[config.mk]
export PLATFORM = sky130hd
export DESIGN_NAME = ring_buffer_packet_deframer_flat
export DESIGN_NICKNAME = d
export VERILOG_FILES = /design/src/rtl/rbpd_pkg.sv /design/src/rtl/rbpd_intf.sv /design/src/rtl/rbpd_ram.sv /design/src/rtl/ring_buffer_packet_deframer.sv /design/src/flat_wrapper.sv
export SDC_FILE = /design/constraint.sdc
export NUM_CORES = 1
export LEC_CHECK = 0
export ABC_AREA = 1
export BUFFER_PORTS_ARGS = -buffer_cell sky130_fd_sc_hd__buf_2
export CORE_ASPECT_RATIO = 0.7
export CORE_MARGIN = 2
export CORE_UTILIZATION = 25
export DETAILED_ROUTE_END_ITERATION = 8
export GPL_TIMING_DRIVEN = 0
export HOLD_SLACK_MARGIN = 0.12
export SYNTH_ARGS = -nofsm -noshare
export SYNTH_HDL_FRONTEND = slang
export SYNTH_HIERARCHICAL = 1
export SYNTH_SLANG_ARGS = --single-unit
[constraint.sdc]
create_clock -name clk -period 10.7 [get_ports clk]
set_clock_uncertainty 0.2 [all_clocks]
set_input_delay 2.14 -clock clk [delete_from_list [all_inputs] [get_ports clk]]
set_output_delay 2.14 -clock clk [all_outputs]
set_load 0.02 [all_outputs]
[src/rtl/rbpd_pkg.sv]
// ----------------------------------------------------------------------------
// rbpd_pkg
// Shared constants, types and pointer helpers for the ring buffer deframer.
// ----------------------------------------------------------------------------
`default_nettype none

package rbpd_pkg;

    localparam int STORE_DEPTH    = 64;
    localparam int PTR_W          = $clog2(STORE_DEPTH);
    localparam int CNT_W          = PTR_W + 1;
    localparam int BYTE_W         = 8;
    // frame length plus overhead needs one bit more than a byte
    localparam int TOT_W          = BYTE_W + 1;

    localparam int FRAME_OVERHEAD = 7;
    localparam int HEADER_BYTES   = 2;
    localparam int ID_OFFSET      = 2;
    localparam int REMAIN_OFFSET  = 3;
    localparam int CMD_OFFSET     = 4;
    localparam int LEN_OFFSET     = 5;
    localparam int DATA_OFFSET    = 6;

    localparam int MAX_RESULTS    = 63;
    localparam int RES_W          = $clog2(MAX_RESULTS + 1);

    localparam int CFG_IDX_W      = 2;

    localparam logic [CFG_IDX_W-1:0] CFG_HEADER_FIRST  = CFG_IDX_W'(0);
    localparam logic [CFG_IDX_W-1:0] CFG_HEADER_SECOND = CFG_IDX_W'(1);

    localparam logic [BYTE_W-1:0] HEADER_FIRST_RESET  = 8'h55;
    localparam logic [BYTE_W-1:0] HEADER_SECOND_RESET = 8'hAA;

    localparam logic CMD_WRITE = 1'b0;
    localparam logic CMD_CLEAR = 1'b1;

    typedef enum logic [3:0] {
        ST_IDLE,
        ST_HUNT,
        ST_H0,
        ST_H1,
        ST_LEN,
        ST_SUM,
        ST_CHK,
        ST_EMPTY,
        ST_EMIT,
        ST_DONE
    } rbpd_state_t;

    // (p + off) modulo the store depth, off below the depth
    function automatic logic [PTR_W-1:0] ptr_add(input logic [PTR_W-1:0] p,
                                                 input logic [PTR_W-1:0] off);
        logic [CNT_W-1:0] sum;
        sum = {1'b0, p} + {1'b0, off};
        if (sum >= CNT_W'(STORE_DEPTH))
            sum = sum - CNT_W'(STORE_DEPTH);
        return sum[PTR_W-1:0];
    endfunction

    function automatic logic [CNT_W-1:0] unread(input logic [PTR_W-1:0] wp,
                                                input logic [PTR_W-1:0] rp);
        logic [CNT_W-1:0] n;
        if (wp >= rp)
            n = {1'b0, wp} - {1'b0, rp};
        else
            n = {1'b0, wp} + CNT_W'(STORE_DEPTH) - {1'b0, rp};
        return n;
    endfunction

endpackage

`default_nettype wire

[src/rtl/rbpd_intf.sv]
// ----------------------------------------------------------------------------
// rbpd channel interfaces
// Valid/ready channels for received items, results and register writes.
// ----------------------------------------------------------------------------
`default_nettype none

interface rbpd_rx_if import rbpd_pkg::*; ();
    logic              valid;
    logic              ready;
    logic              command;
    logic [BYTE_W-1:0] rx_byte;

    modport source (output valid, output command, output rx_byte, input ready);
    modport sink   (input valid, input command, input rx_byte, output ready);
endinterface

interface rbpd_res_if import rbpd_pkg::*; ();
    logic              valid;
    logic              ready;
    logic [BYTE_W-1:0] packet_id;
    logic [BYTE_W-1:0] remain_count;
    logic [BYTE_W-1:0] command_code;
    logic [BYTE_W-1:0] data_length;
    logic [BYTE_W-1:0] data_byte;
    logic              has_data;
    logic              last;

    modport source (output valid, output packet_id, output remain_count,
                    output command_code, output data_length, output data_byte,
                    output has_data, output last, input ready);
    modport sink   (input valid, input packet_id, input remain_count,
                    input command_code, input data_length, input data_byte,
                    input has_data, input last, output ready);
endinterface

interface rbpd_cfg_if import rbpd_pkg::*; ();
    logic                 valid;
    logic                 ready;
    logic [CFG_IDX_W-1:0] index;
    logic [BYTE_W-1:0]    data;

    modport source (output valid, output index, output data, input ready);
    modport sink   (input valid, input index, input data, output ready);
endinterface

`default_nettype wire

[src/rtl/rbpd_ram.sv]
// ----------------------------------------------------------------------------
// rbpd_ram
// Simple dual-port RAM: one write port, one read port with registered data.
// ----------------------------------------------------------------------------
`default_nettype none

module rbpd_ram #(
    parameter int WIDTH = 8,
    parameter int DEPTH = 64
) (
    input  wire logic                     clk,
    input  wire logic                     we,
    input  wire logic [$clog2(DEPTH)-1:0] waddr,
    input  wire logic [WIDTH-1:0]         wdata,
    input  wire logic                     re,
    input  wire logic [$clog2(DEPTH)-1:0] raddr,
    output logic      [WIDTH-1:0]         rdata
);

    logic [WIDTH-1:0] mem [DEPTH];

    always_ff @(posedge clk)
    begin
        if (we)
            mem[waddr] <= wdata;
        // data holds while re is low
        if (re)
            rdata <= mem[raddr];
    end

endmodule

`default_nettype wire

[src/rtl/ring_buffer_packet_deframer.sv]
// ----------------------------------------------------------------------------
// ring_buffer_packet_deframer
// Ring store of received bytes with header hunt, XOR check and frame output.
// ----------------------------------------------------------------------------
// Received bytes go into a 64-entry ring store (at most 63 unread; a full
// store drops its oldest byte). After each written byte the block is busy
// while it scans: it drops bytes until the two header bytes lead, waits for a
// complete frame (head1 head2 id remain cmd length data check), checks the
// XOR and sends one result per payload byte, or one for an empty frame, up
// to 63 results per scan. All scanning goes through the single read port of
// the store, and no new byte is taken until the scan ends. A clear command
// needs no scan and leaves the block ready again at once.
`default_nettype none

module ring_buffer_packet_deframer
    import rbpd_pkg::*;
(
    input  wire logic   clk,
    input  wire logic   rst_n,
    rbpd_rx_if.sink     rx,
    rbpd_res_if.source  res,
    rbpd_cfg_if.sink    cfg
);

    rbpd_state_t state_reg, state_next;

    logic [PTR_W-1:0]  wp_reg, wp_next;
    logic [PTR_W-1:0]  rp_reg, rp_next;
    logic [TOT_W-1:0]  idx_reg, idx_next;
    logic [BYTE_W-1:0] sum_reg, sum_next;
    logic [BYTE_W-1:0] len_reg, len_next;
    logic [BYTE_W-1:0] id_reg, id_next;
    logic [BYTE_W-1:0] remain_reg, remain_next;
    logic [BYTE_W-1:0] cmd_reg, cmd_next;
    logic [RES_W-1:0]  res_cnt_reg, res_cnt_next;
    logic [BYTE_W-1:0] hdr_first_reg, hdr_second_reg;

    logic              out_valid_reg, out_valid_next;
    logic [BYTE_W-1:0] out_id_reg, out_remain_reg, out_cmd_reg, out_len_reg;
    logic [BYTE_W-1:0] out_data_reg;
    logic              out_has_reg, out_last_reg;

    logic              rd_en;
    logic [TOT_W-1:0]  rd_off;
    logic [PTR_W-1:0]  rd_addr;
    logic [BYTE_W-1:0] rd_data;
    logic              wr_en;

    logic              load_out;
    logic [BYTE_W-1:0] load_data;
    logic              load_has;
    logic              load_last;

    logic              rx_fire;
    logic [CNT_W-1:0]  n_unread;
    logic [TOT_W-1:0]  n_ext;
    logic [TOT_W-1:0]  total;
    logic [TOT_W-1:0]  chk_idx;
    logic              slot_free;
    logic              drop;
    logic              emit_go;
    logic              last_byte;
    logic              sum_end;
    logic [BYTE_W-1:0] sum_new;

    assign rx_fire   = rx.valid && rx.ready;
    assign n_unread  = unread(wp_reg, rp_reg);
    assign n_ext     = TOT_W'(n_unread);
    assign total     = TOT_W'(len_reg) + TOT_W'(FRAME_OVERHEAD);
    assign chk_idx   = TOT_W'(len_reg) + TOT_W'(LEN_OFFSET);
    assign slot_free = !out_valid_reg || res.ready;
    assign drop      = res_cnt_reg >= RES_W'(MAX_RESULTS);
    assign emit_go   = slot_free || drop;
    assign last_byte = (idx_reg + TOT_W'(1)) == TOT_W'(len_reg);
    assign sum_end   = idx_reg == chk_idx;
    assign sum_new   = sum_reg ^ rd_data;
    assign rd_addr   = ptr_add(rp_reg, rd_off[PTR_W-1:0]);
    assign wr_en     = rx_fire && (rx.command == CMD_WRITE);

    rbpd_ram #(
        .WIDTH (BYTE_W),
        .DEPTH (STORE_DEPTH)
    ) u_store (
        .clk   (clk),
        .we    (wr_en),
        .waddr (wp_reg),
        .wdata (rx.rx_byte),
        .re    (rd_en),
        .raddr (rd_addr),
        .rdata (rd_data)
    );

    // next state
    always_comb
    begin
        state_next = state_reg;
        case (state_reg)
            ST_IDLE:
            begin
                if (rx_fire && rx.command == CMD_WRITE)
                    state_next = ST_HUNT;
            end
            ST_HUNT:
            begin
                if (n_unread < CNT_W'(2))
                    state_next = ST_IDLE;
                else
                    state_next = ST_H0;
            end
            ST_H0:
            begin
                if (rd_data != hdr_first_reg)
                    state_next = ST_HUNT;
                else
                    state_next = ST_H1;
            end
            ST_H1:
            begin
                if (rd_data != hdr_second_reg)
                    state_next = ST_HUNT;
                else if (n_unread < CNT_W'(FRAME_OVERHEAD))
                    state_next = ST_IDLE;
                else
                    state_next = ST_LEN;
            end
            ST_LEN:
            begin
                if (n_ext < TOT_W'(rd_data) + TOT_W'(FRAME_OVERHEAD))
                    state_next = ST_IDLE;
                else
                    state_next = ST_SUM;
            end
            ST_SUM:
            begin
                if (sum_end)
                    state_next = ST_CHK;
            end
            ST_CHK:
            begin
                if (sum_reg != rd_data)
                    state_next = ST_HUNT;
                else if (len_reg == '0)
                    state_next = ST_EMPTY;
                else
                    state_next = ST_EMIT;
            end
            ST_EMPTY:
            begin
                if (emit_go)
                    state_next = ST_DONE;
            end
            ST_EMIT:
            begin
                if (emit_go && last_byte)
                    state_next = ST_DONE;
            end
            ST_DONE:
            begin
                state_next = ST_HUNT;
            end
            default:
            begin
                state_next = ST_IDLE;
            end
        endcase
    end

    // datapath and outputs
    always_comb
    begin
        wp_next      = wp_reg;
        rp_next      = rp_reg;
        idx_next     = idx_reg;
        sum_next     = sum_reg;
        len_next     = len_reg;
        id_next      = id_reg;
        remain_next  = remain_reg;
        cmd_next     = cmd_reg;
        res_cnt_next = res_cnt_reg;
        rd_en        = 1'b0;
        rd_off       = '0;
        load_out     = 1'b0;
        load_data    = '0;
        load_has     = 1'b0;
        load_last    = 1'b0;
        rx.ready     = 1'b0;

        case (state_reg)
            ST_IDLE:
            begin
                rx.ready = 1'b1;
                if (rx_fire)
                begin
                    res_cnt_next = '0;
                    if (rx.command == CMD_CLEAR)
                    begin
                        wp_next = '0;
                        rp_next = '0;
                    end
                    else
                    begin
                        wp_next = ptr_add(wp_reg, PTR_W'(1));
                        // full store: oldest byte is overwritten
                        if (rp_reg == wp_next)
                            rp_next = ptr_add(rp_reg, PTR_W'(1));
                    end
                end
            end
            ST_HUNT:
            begin
                rd_en  = n_unread >= CNT_W'(2);
                rd_off = '0;
            end
            ST_H0:
            begin
                if (rd_data != hdr_first_reg)
                    rp_next = ptr_add(rp_reg, PTR_W'(1));
                else
                begin
                    rd_en  = 1'b1;
                    rd_off = TOT_W'(1);
                end
            end
            ST_H1:
            begin
                if (rd_data != hdr_second_reg)
                    rp_next = ptr_add(rp_reg, PTR_W'(1));
                else if (n_unread >= CNT_W'(FRAME_OVERHEAD))
                begin
                    rd_en  = 1'b1;
                    rd_off = TOT_W'(LEN_OFFSET);
                end
            end
            ST_LEN:
            begin
                len_next = rd_data;
                idx_next = '0;
                sum_next = '0;
                rd_en    = 1'b1;
                rd_off   = '0;
            end
            ST_SUM:
            begin
                sum_next = sum_new;
                if (idx_reg == TOT_W'(ID_OFFSET))
                    id_next = rd_data;
                if (idx_reg == TOT_W'(REMAIN_OFFSET))
                    remain_next = rd_data;
                if (idx_reg == TOT_W'(CMD_OFFSET))
                    cmd_next = rd_data;
                rd_en = 1'b1;
                if (sum_end)
                    rd_off = chk_idx + TOT_W'(1);
                else
                begin
                    idx_next = idx_reg + TOT_W'(1);
                    rd_off   = idx_reg + TOT_W'(1);
                end
            end
            ST_CHK:
            begin
                if (sum_reg != rd_data)
                    rp_next = ptr_add(rp_reg, PTR_W'(HEADER_BYTES));
                else if (len_reg != '0)
                begin
                    idx_next = '0;
                    rd_en    = 1'b1;
                    rd_off   = TOT_W'(DATA_OFFSET);
                end
            end
            ST_EMPTY:
            begin
                if (emit_go)
                begin
                    load_out  = !drop;
                    load_last = 1'b1;
                    if (!drop)
                        res_cnt_next = res_cnt_reg + RES_W'(1);
                end
            end
            ST_EMIT:
            begin
                if (emit_go)
                begin
                    load_out  = !drop;
                    load_data = rd_data;
                    load_has  = 1'b1;
                    load_last = last_byte;
                    if (!drop)
                        res_cnt_next = res_cnt_reg + RES_W'(1);
                    if (!last_byte)
                    begin
                        idx_next = idx_reg + TOT_W'(1);
                        rd_en    = 1'b1;
                        rd_off   = idx_reg + TOT_W'(1) + TOT_W'(DATA_OFFSET);
                    end
                end
            end
            ST_DONE:
            begin
                rp_next = ptr_add(rp_reg, total[PTR_W-1:0]);
            end
            default:
            begin
            end
        endcase
    end

    assign out_valid_next = load_out ? 1'b1 : (res.ready ? 1'b0 : out_valid_reg);

    always_ff @(posedge clk or negedge rst_n)
    begin
        if (!rst_n)
        begin
            state_reg      <= ST_IDLE;
            wp_reg         <= '0;
            rp_reg         <= '0;
            res_cnt_reg    <= '0;
            out_valid_reg  <= 1'b0;
            hdr_first_reg  <= HEADER_FIRST_RESET;
            hdr_second_reg <= HEADER_SECOND_RESET;
        end
        else
        begin
            state_reg     <= state_next;
            wp_reg        <= wp_next;
            rp_reg        <= rp_next;
            res_cnt_reg   <= res_cnt_next;
            out_valid_reg <= out_valid_next;
            if (cfg.valid && cfg.ready)
            begin
                if (cfg.index == CFG_HEADER_FIRST)
                    hdr_first_reg <= cfg.data;
                else if (cfg.index == CFG_HEADER_SECOND)
                    hdr_second_reg <= cfg.data;
            end
        end
    end

    always_ff @(posedge clk)
    begin
        idx_reg    <= idx_next;
        sum_reg    <= sum_next;
        len_reg    <= len_next;
        id_reg     <= id_next;
        remain_reg <= remain_next;
        cmd_reg    <= cmd_next;
        if (load_out)
        begin
            out_id_reg     <= id_reg;
            out_remain_reg <= remain_reg;
            out_cmd_reg    <= cmd_reg;
            out_len_reg    <= len_reg;
            out_data_reg   <= load_data;
            out_has_reg    <= load_has;
            out_last_reg   <= load_last;
        end
    end

    assign cfg.ready        = 1'b1;
    assign res.valid        = out_valid_reg;
    assign res.packet_id    = out_id_reg;
    assign res.remain_count = out_remain_reg;
    assign res.command_code = out_cmd_reg;
    assign res.data_length  = out_len_reg;
    assign res.data_byte    = out_data_reg;
    assign res.has_data     = out_has_reg;
    assign res.last         = out_last_reg;

endmodule

`default_nettype wire

[src/flat_wrapper.sv]
// flat-port wrapper written by rule: the top's interface ports become plain ports
module ring_buffer_packet_deframer_flat import rbpd_pkg::*;
  (clk, rst_n, rx_valid, rx_command, rx_rx_byte, rx_ready, res_valid, res_packet_id, res_remain_count, res_command_code, res_data_length, res_data_byte, res_has_data, res_last, res_ready, cfg_valid, cfg_index, cfg_data, cfg_ready);
  rbpd_rx_if rx_i ();
  rbpd_res_if res_i ();
  rbpd_cfg_if cfg_i ();
  input  wire logic clk;
  input  wire logic rst_n;
  input wire logic [$bits(rx_i.valid)-1:0] rx_valid;
  input wire logic [$bits(rx_i.command)-1:0] rx_command;
  input wire logic [$bits(rx_i.rx_byte)-1:0] rx_rx_byte;
  output wire logic [$bits(rx_i.ready)-1:0] rx_ready;
  output wire logic [$bits(res_i.valid)-1:0] res_valid;
  output wire logic [$bits(res_i.packet_id)-1:0] res_packet_id;
  output wire logic [$bits(res_i.remain_count)-1:0] res_remain_count;
  output wire logic [$bits(res_i.command_code)-1:0] res_command_code;
  output wire logic [$bits(res_i.data_length)-1:0] res_data_length;
  output wire logic [$bits(res_i.data_byte)-1:0] res_data_byte;
  output wire logic [$bits(res_i.has_data)-1:0] res_has_data;
  output wire logic [$bits(res_i.last)-1:0] res_last;
  input wire logic [$bits(res_i.ready)-1:0] res_ready;
  input wire logic [$bits(cfg_i.valid)-1:0] cfg_valid;
  input wire logic [$bits(cfg_i.index)-1:0] cfg_index;
  input wire logic [$bits(cfg_i.data)-1:0] cfg_data;
  output wire logic [$bits(cfg_i.ready)-1:0] cfg_ready;
  assign rx_i.valid = rx_valid;
  assign rx_i.command = rx_command;
  assign rx_i.rx_byte = rx_rx_byte;
  assign rx_ready = rx_i.ready;
  assign res_valid = res_i.valid;
  assign res_packet_id = res_i.packet_id;
  assign res_remain_count = res_i.remain_count;
  assign res_command_code = res_i.command_code;
  assign res_data_length = res_i.data_length;
  assign res_data_byte = res_i.data_byte;
  assign res_has_data = res_i.has_data;
  assign res_last = res_i.last;
  assign res_i.ready = res_ready;
  assign cfg_i.valid = cfg_valid;
  assign cfg_i.index = cfg_index;
  assign cfg_i.data = cfg_data;
  assign cfg_ready = cfg_i.ready;
  ring_buffer_packet_deframer u_core (.clk(clk), .rst_n(rst_n), .rx(rx_i), .res(res_i), .cfg(cfg_i));
endmodule
==> impl_metrics.py <==
metrics = {
    "clock_network": {
        "post_cts_resized": 0,
        "root_buffer": "clkbuf_16",
        "cts_tree": "built",
        "post_cts_buffers": 0,
        "numCtsBuffers": 67,
        "insertion_delay_ns": 0.64,
        "ctsHoldBuffers": 0,
        "clk_pin_slew_ns": 0.06,
        "cts_max_level": 3,
        "clock-sinks": 650,
        "cts_max_path_buffers": 3,
    },
    "synthesis": {
        "netlist_area_um2": 29000,
        "synth-main-ff-cell": "edfxtp_1",
        "postSynthAreaPerCell_um2": 10.8,
        "synth_edf_count": 611,
        "seq_area_frac_synth_pct": 66.6,
        "async_reset_ff_share_pct": 6.00,
        "postSynthCellCount": 2690,
        "yosys_register_bits": 650,
        "synth.net_count": 2754,
        "synth-warning-count": 6,
        "synth_cell_types": 46,
    },
    "detailed_routing": {
        "drt-initial-drc-count": 2819,
        "wire_per_inst_um": 19.0,
        "vias": 20600,
        "drtPass1Iterations": 6,
        "routed_via_density": 4.68,
        "drc": 0,
        "routed_wirelength_mm": 84.1,
        "antenna_left": 0,
    },
    "global_routing": {
        "grt_pass1_vias": 18700,
        "overflow": 0,
        "antenna_found_initial": 0,
        "grt_max_degree": 65,
        "grtUsageTotal_pct": 13.9,
        "grt_first_pass_wirelength_mm": 123,
    },
    "power_and_ir_drop": {
        "power_frac_seq_pct": 37.3,
        "p_sw_share_pct": 37.6,
        "leakage_nw": 12.5,
        "powerDensity_nw_per_um2": 238,
        "clockPowerShare_pct": 29.4,
        "ir_worst_vdd_mv": 0.135,
        "p_int_mw": 4.98,
        "p_comb_share_pct": 33.3,
        "power.net_switching_mw": 3.00,
    },
    "critical_path": {
        "crit_type": "input port to flop",
        "r2r_end": "u_core/u_store/rdata[1]",
        "r2r_start": "u_core/rp_reg[1]",
        "rr_worst_depth": 25,
        "r2r_setup_slack_ns": 5.07,
        "crit_path_end_kind": "flop",
        "cp_max_fo": 10,
        "critPathRequiredTime_ns": 10.84,
        "cp.arrival_ns": 6.08,
        "startpoint_type": "input port",
    },
    "finish": {
        "nets": 2893,
        "antenna_cells": 0,
        "ff_latch_area_um2": 19300,
        "drive_gt1_share_pct": 10.8,
        "nFillCells": 11800,
        "multiInputGateArea_um2": 8330,
        "syn2layout_area_growth_pct": 15.5,
        "largest_reg_flops": 512,
        "post-route-util_pct": 29.2,
    },
    "sta": {
        "slew_headroom_pct": 9.36,
        "fin_tns_setup_ns": 0,
        "max_freq_mhz": 168,
        "period_share_pct": 55.5,
        "min_period_ns": 5.94,
        "setup_violations": 0,
        "rsz0062_at_grt": "false",
        "worst_pin_slew_ns": 1.36,
        "drv_slew": 0,
        "hold_violations": 0,
    },
    "die": {
        "num_rows": 104,
        "start_util_pct": 25.2,
        "io_pins": 69,
        "die_width_um": 411,
        "core-area_um2": 115000,
        "die_area_um2": 119000,
        "die_y_um": 289,
    },
    "placed_design": {
        "io_buffers": 67,
        "place_congestion": 0.930,
        "post-dp-hpwl_mm": 58.2,
    },
    "worst_hold_path": {
        "hold_end": "u_core/res.remain_count[6]",
        "min_path_type": "flop to flop",
        "hold_depth": 0,
        "hold_start": "u_core/remain_reg[6]",
    },
    "status": {
        "status": "complete, no violations",
    },
    "run": {
        "max_cap_viol_count": 0,
    },
}
through the flow:
step | power (mW) | instances | worst slack [ns] | hold WS [ns] | area (um2)
after global placement | 5.59 | 4294 | 4.30 | 0.203 | 31300
final | 7.98 | 4416 | 4.76 | 0.219 | 33500
after floorplan | 4.62 | 2690 | 5.67 | 0.200 | 29000
after detailed placement | 5.61 | 4296 | 4.31 | 0.205 | 31300
after global routing | 8.37 | 4416 | 4.62 | 0.221 | 33500
after CTS | 7.95 | 4415 | 4.94 | 0.219 | 33500
critical path: stages:
cell and delay [ns]:
buf_2 0.10, inv_1 0.06, nand2_1 0.06, nor2_1 0.40, nor2_1 0.21, nand2_1 0.25, nand2_1 0.08, nand2_1 0.06
nand3_1 0.09, ha_1 0.22, inv_1 0.08, fa_1 0.41, inv_1 0.15, buf_2 0.39, buf_2 0.41, nand3_1 0.12
nand3_1 0.24, nand2_1 0.18, nand2_1 0.10, nand3_1 0.08, nand3_1 0.10, nand2_1 0.10
area by class of cell:
type                       count  share of cell area [%]
buffer                       119                    2.41
clock buffer                  80                    5.21
clock inverter                39                    1.27
inverter                     153                    1.73
multi-input combinational   1768                    24.8
sequential                   650                    57.6
tap                         1537                    5.73
timing repair buffer          70                    1.19
power groups by stage:
stage / Clock (mW) / Sequential [mW] / Combinational, mW
6_report: 2.35 / 2.98 / 2.66
5_1_grt: 2.48 / 2.99 / 2.90
4_1_cts: 2.39 / 2.98 / 2.58
3_5_place_dp: 0 / 3.03 / 2.57
3_3_place_gp: 0 / 3.03 / 2.56
2_1_floorplan: 0 / 2.98 / 1.64
synth_stat cells (3+ instances only):
cell	instances	area [um2]
nor2_1	158	593
buf_2	38	190
buf_6	24	270
o22ai_1	7	43.8
nor2_2	10	62.6
clkbuf_1	13	48.8
nor3_1	15	75.1
nand3_1	486	2430
o21a_1	3	22.5
dfstp_2	8	210
nand2_2	8	50.1
o21ai_0	50	250
buf_1	12	45.0
a21oi_1	25	125
o21ai_1	5	25.0
nor4_1	5	31.3
or2_2	3	18.8
buf_4	29	218
nand4_1	21	131
o21bai_1	4	30.0
nor3b_1	3	22.5
xnor2_1	15	131
inv_2	9	33.8
nor2_4	3	33.8
dfrtp_1	31	776
nand3b_1	4	30.0
inv_1	142	533
edfxtp_1	611	18300
nand2_1	844	3170
fa_1	3	60.1
ha_1	37	463
xor2_1	45	394
layout by cell type, fill, tap and decap left out, drive strengths merged:
master / synthesis / routed
xor2: 45 / 45
o21ai: 55 / 55
nor3: 17 / 17
o21bai: 4 / 4
or2: 3 / 3
nor2: 171 / 171
a21boi: 1 / 1
o211ai: 2 / 2
bufinv: 0 / 7
fa: 3 / 3
a21oi: 25 / 25
nor4: 6 / 6
nor3b: 3 / 3
nand3b: 4 / 4
nand4: 21 / 21
a211oi: 2 / 2
nand2: 853 / 853
o31ai: 1 / 1
dfrtp: 31 / 31
nand3: 488 / 488
clkinv: 1 / 25
ha: 37 / 37
conb: 1 / 1
clkbuf: 14 / 94
inv: 152 / 157
clkinvlp: 0 / 3
buf: 105 / 175
edfxtp: 611 / 611
a22oi: 1 / 1
dfstp: 8 / 8
xnor2: 15 / 15
o21a: 3 / 3
o22ai: 7 / 7
worst max-delay path by stage:
stage / startpoint / to / slack, ns / cells past startpoint
3_3_place_gp: res_ready / u_core/u_store/rdata[4] / 4.30 / 21
6_report: res_ready / u_core/u_store/rdata[4] / 4.76 / 22
5_1_grt: res_ready / u_core/u_store/rdata[1] / 4.62 / 21
4_1_cts: res_ready / u_core/u_store/rdata[5] / 4.94 / 21
3_5_place_dp: res_ready / u_core/u_store/rdata[5] / 4.31 / 21
2_1_floorplan: res_ready / u_core/u_store/rdata[6] / 5.67 / 18
metal layers:
layer	up-vias	GRT usage (%)	share of wire, %
met5	-	0	0
met3	109	3.49	11
met2	928	18.8	40
met1	10100	21.6	47
met4	0	3.25	1.9
li1	9506	-	-
kinds of logic (layout without fill, tap and decap cells):
kind of cell,count (synthesis),after routing,share of synthesized area (%)
adder cells (fa/ha/maj),40,40,1.80
AND/OR/NAND/NOR,1566,1566,23.1
other,1,1,0.0129
XOR/XNOR,60,60,1.81
AO/OA/AOI/OAI,101,101,1.89
flip-flops,650,650,66.6
buffers and inverters,272,461,4.77
(Power assumes the default switching activity.)
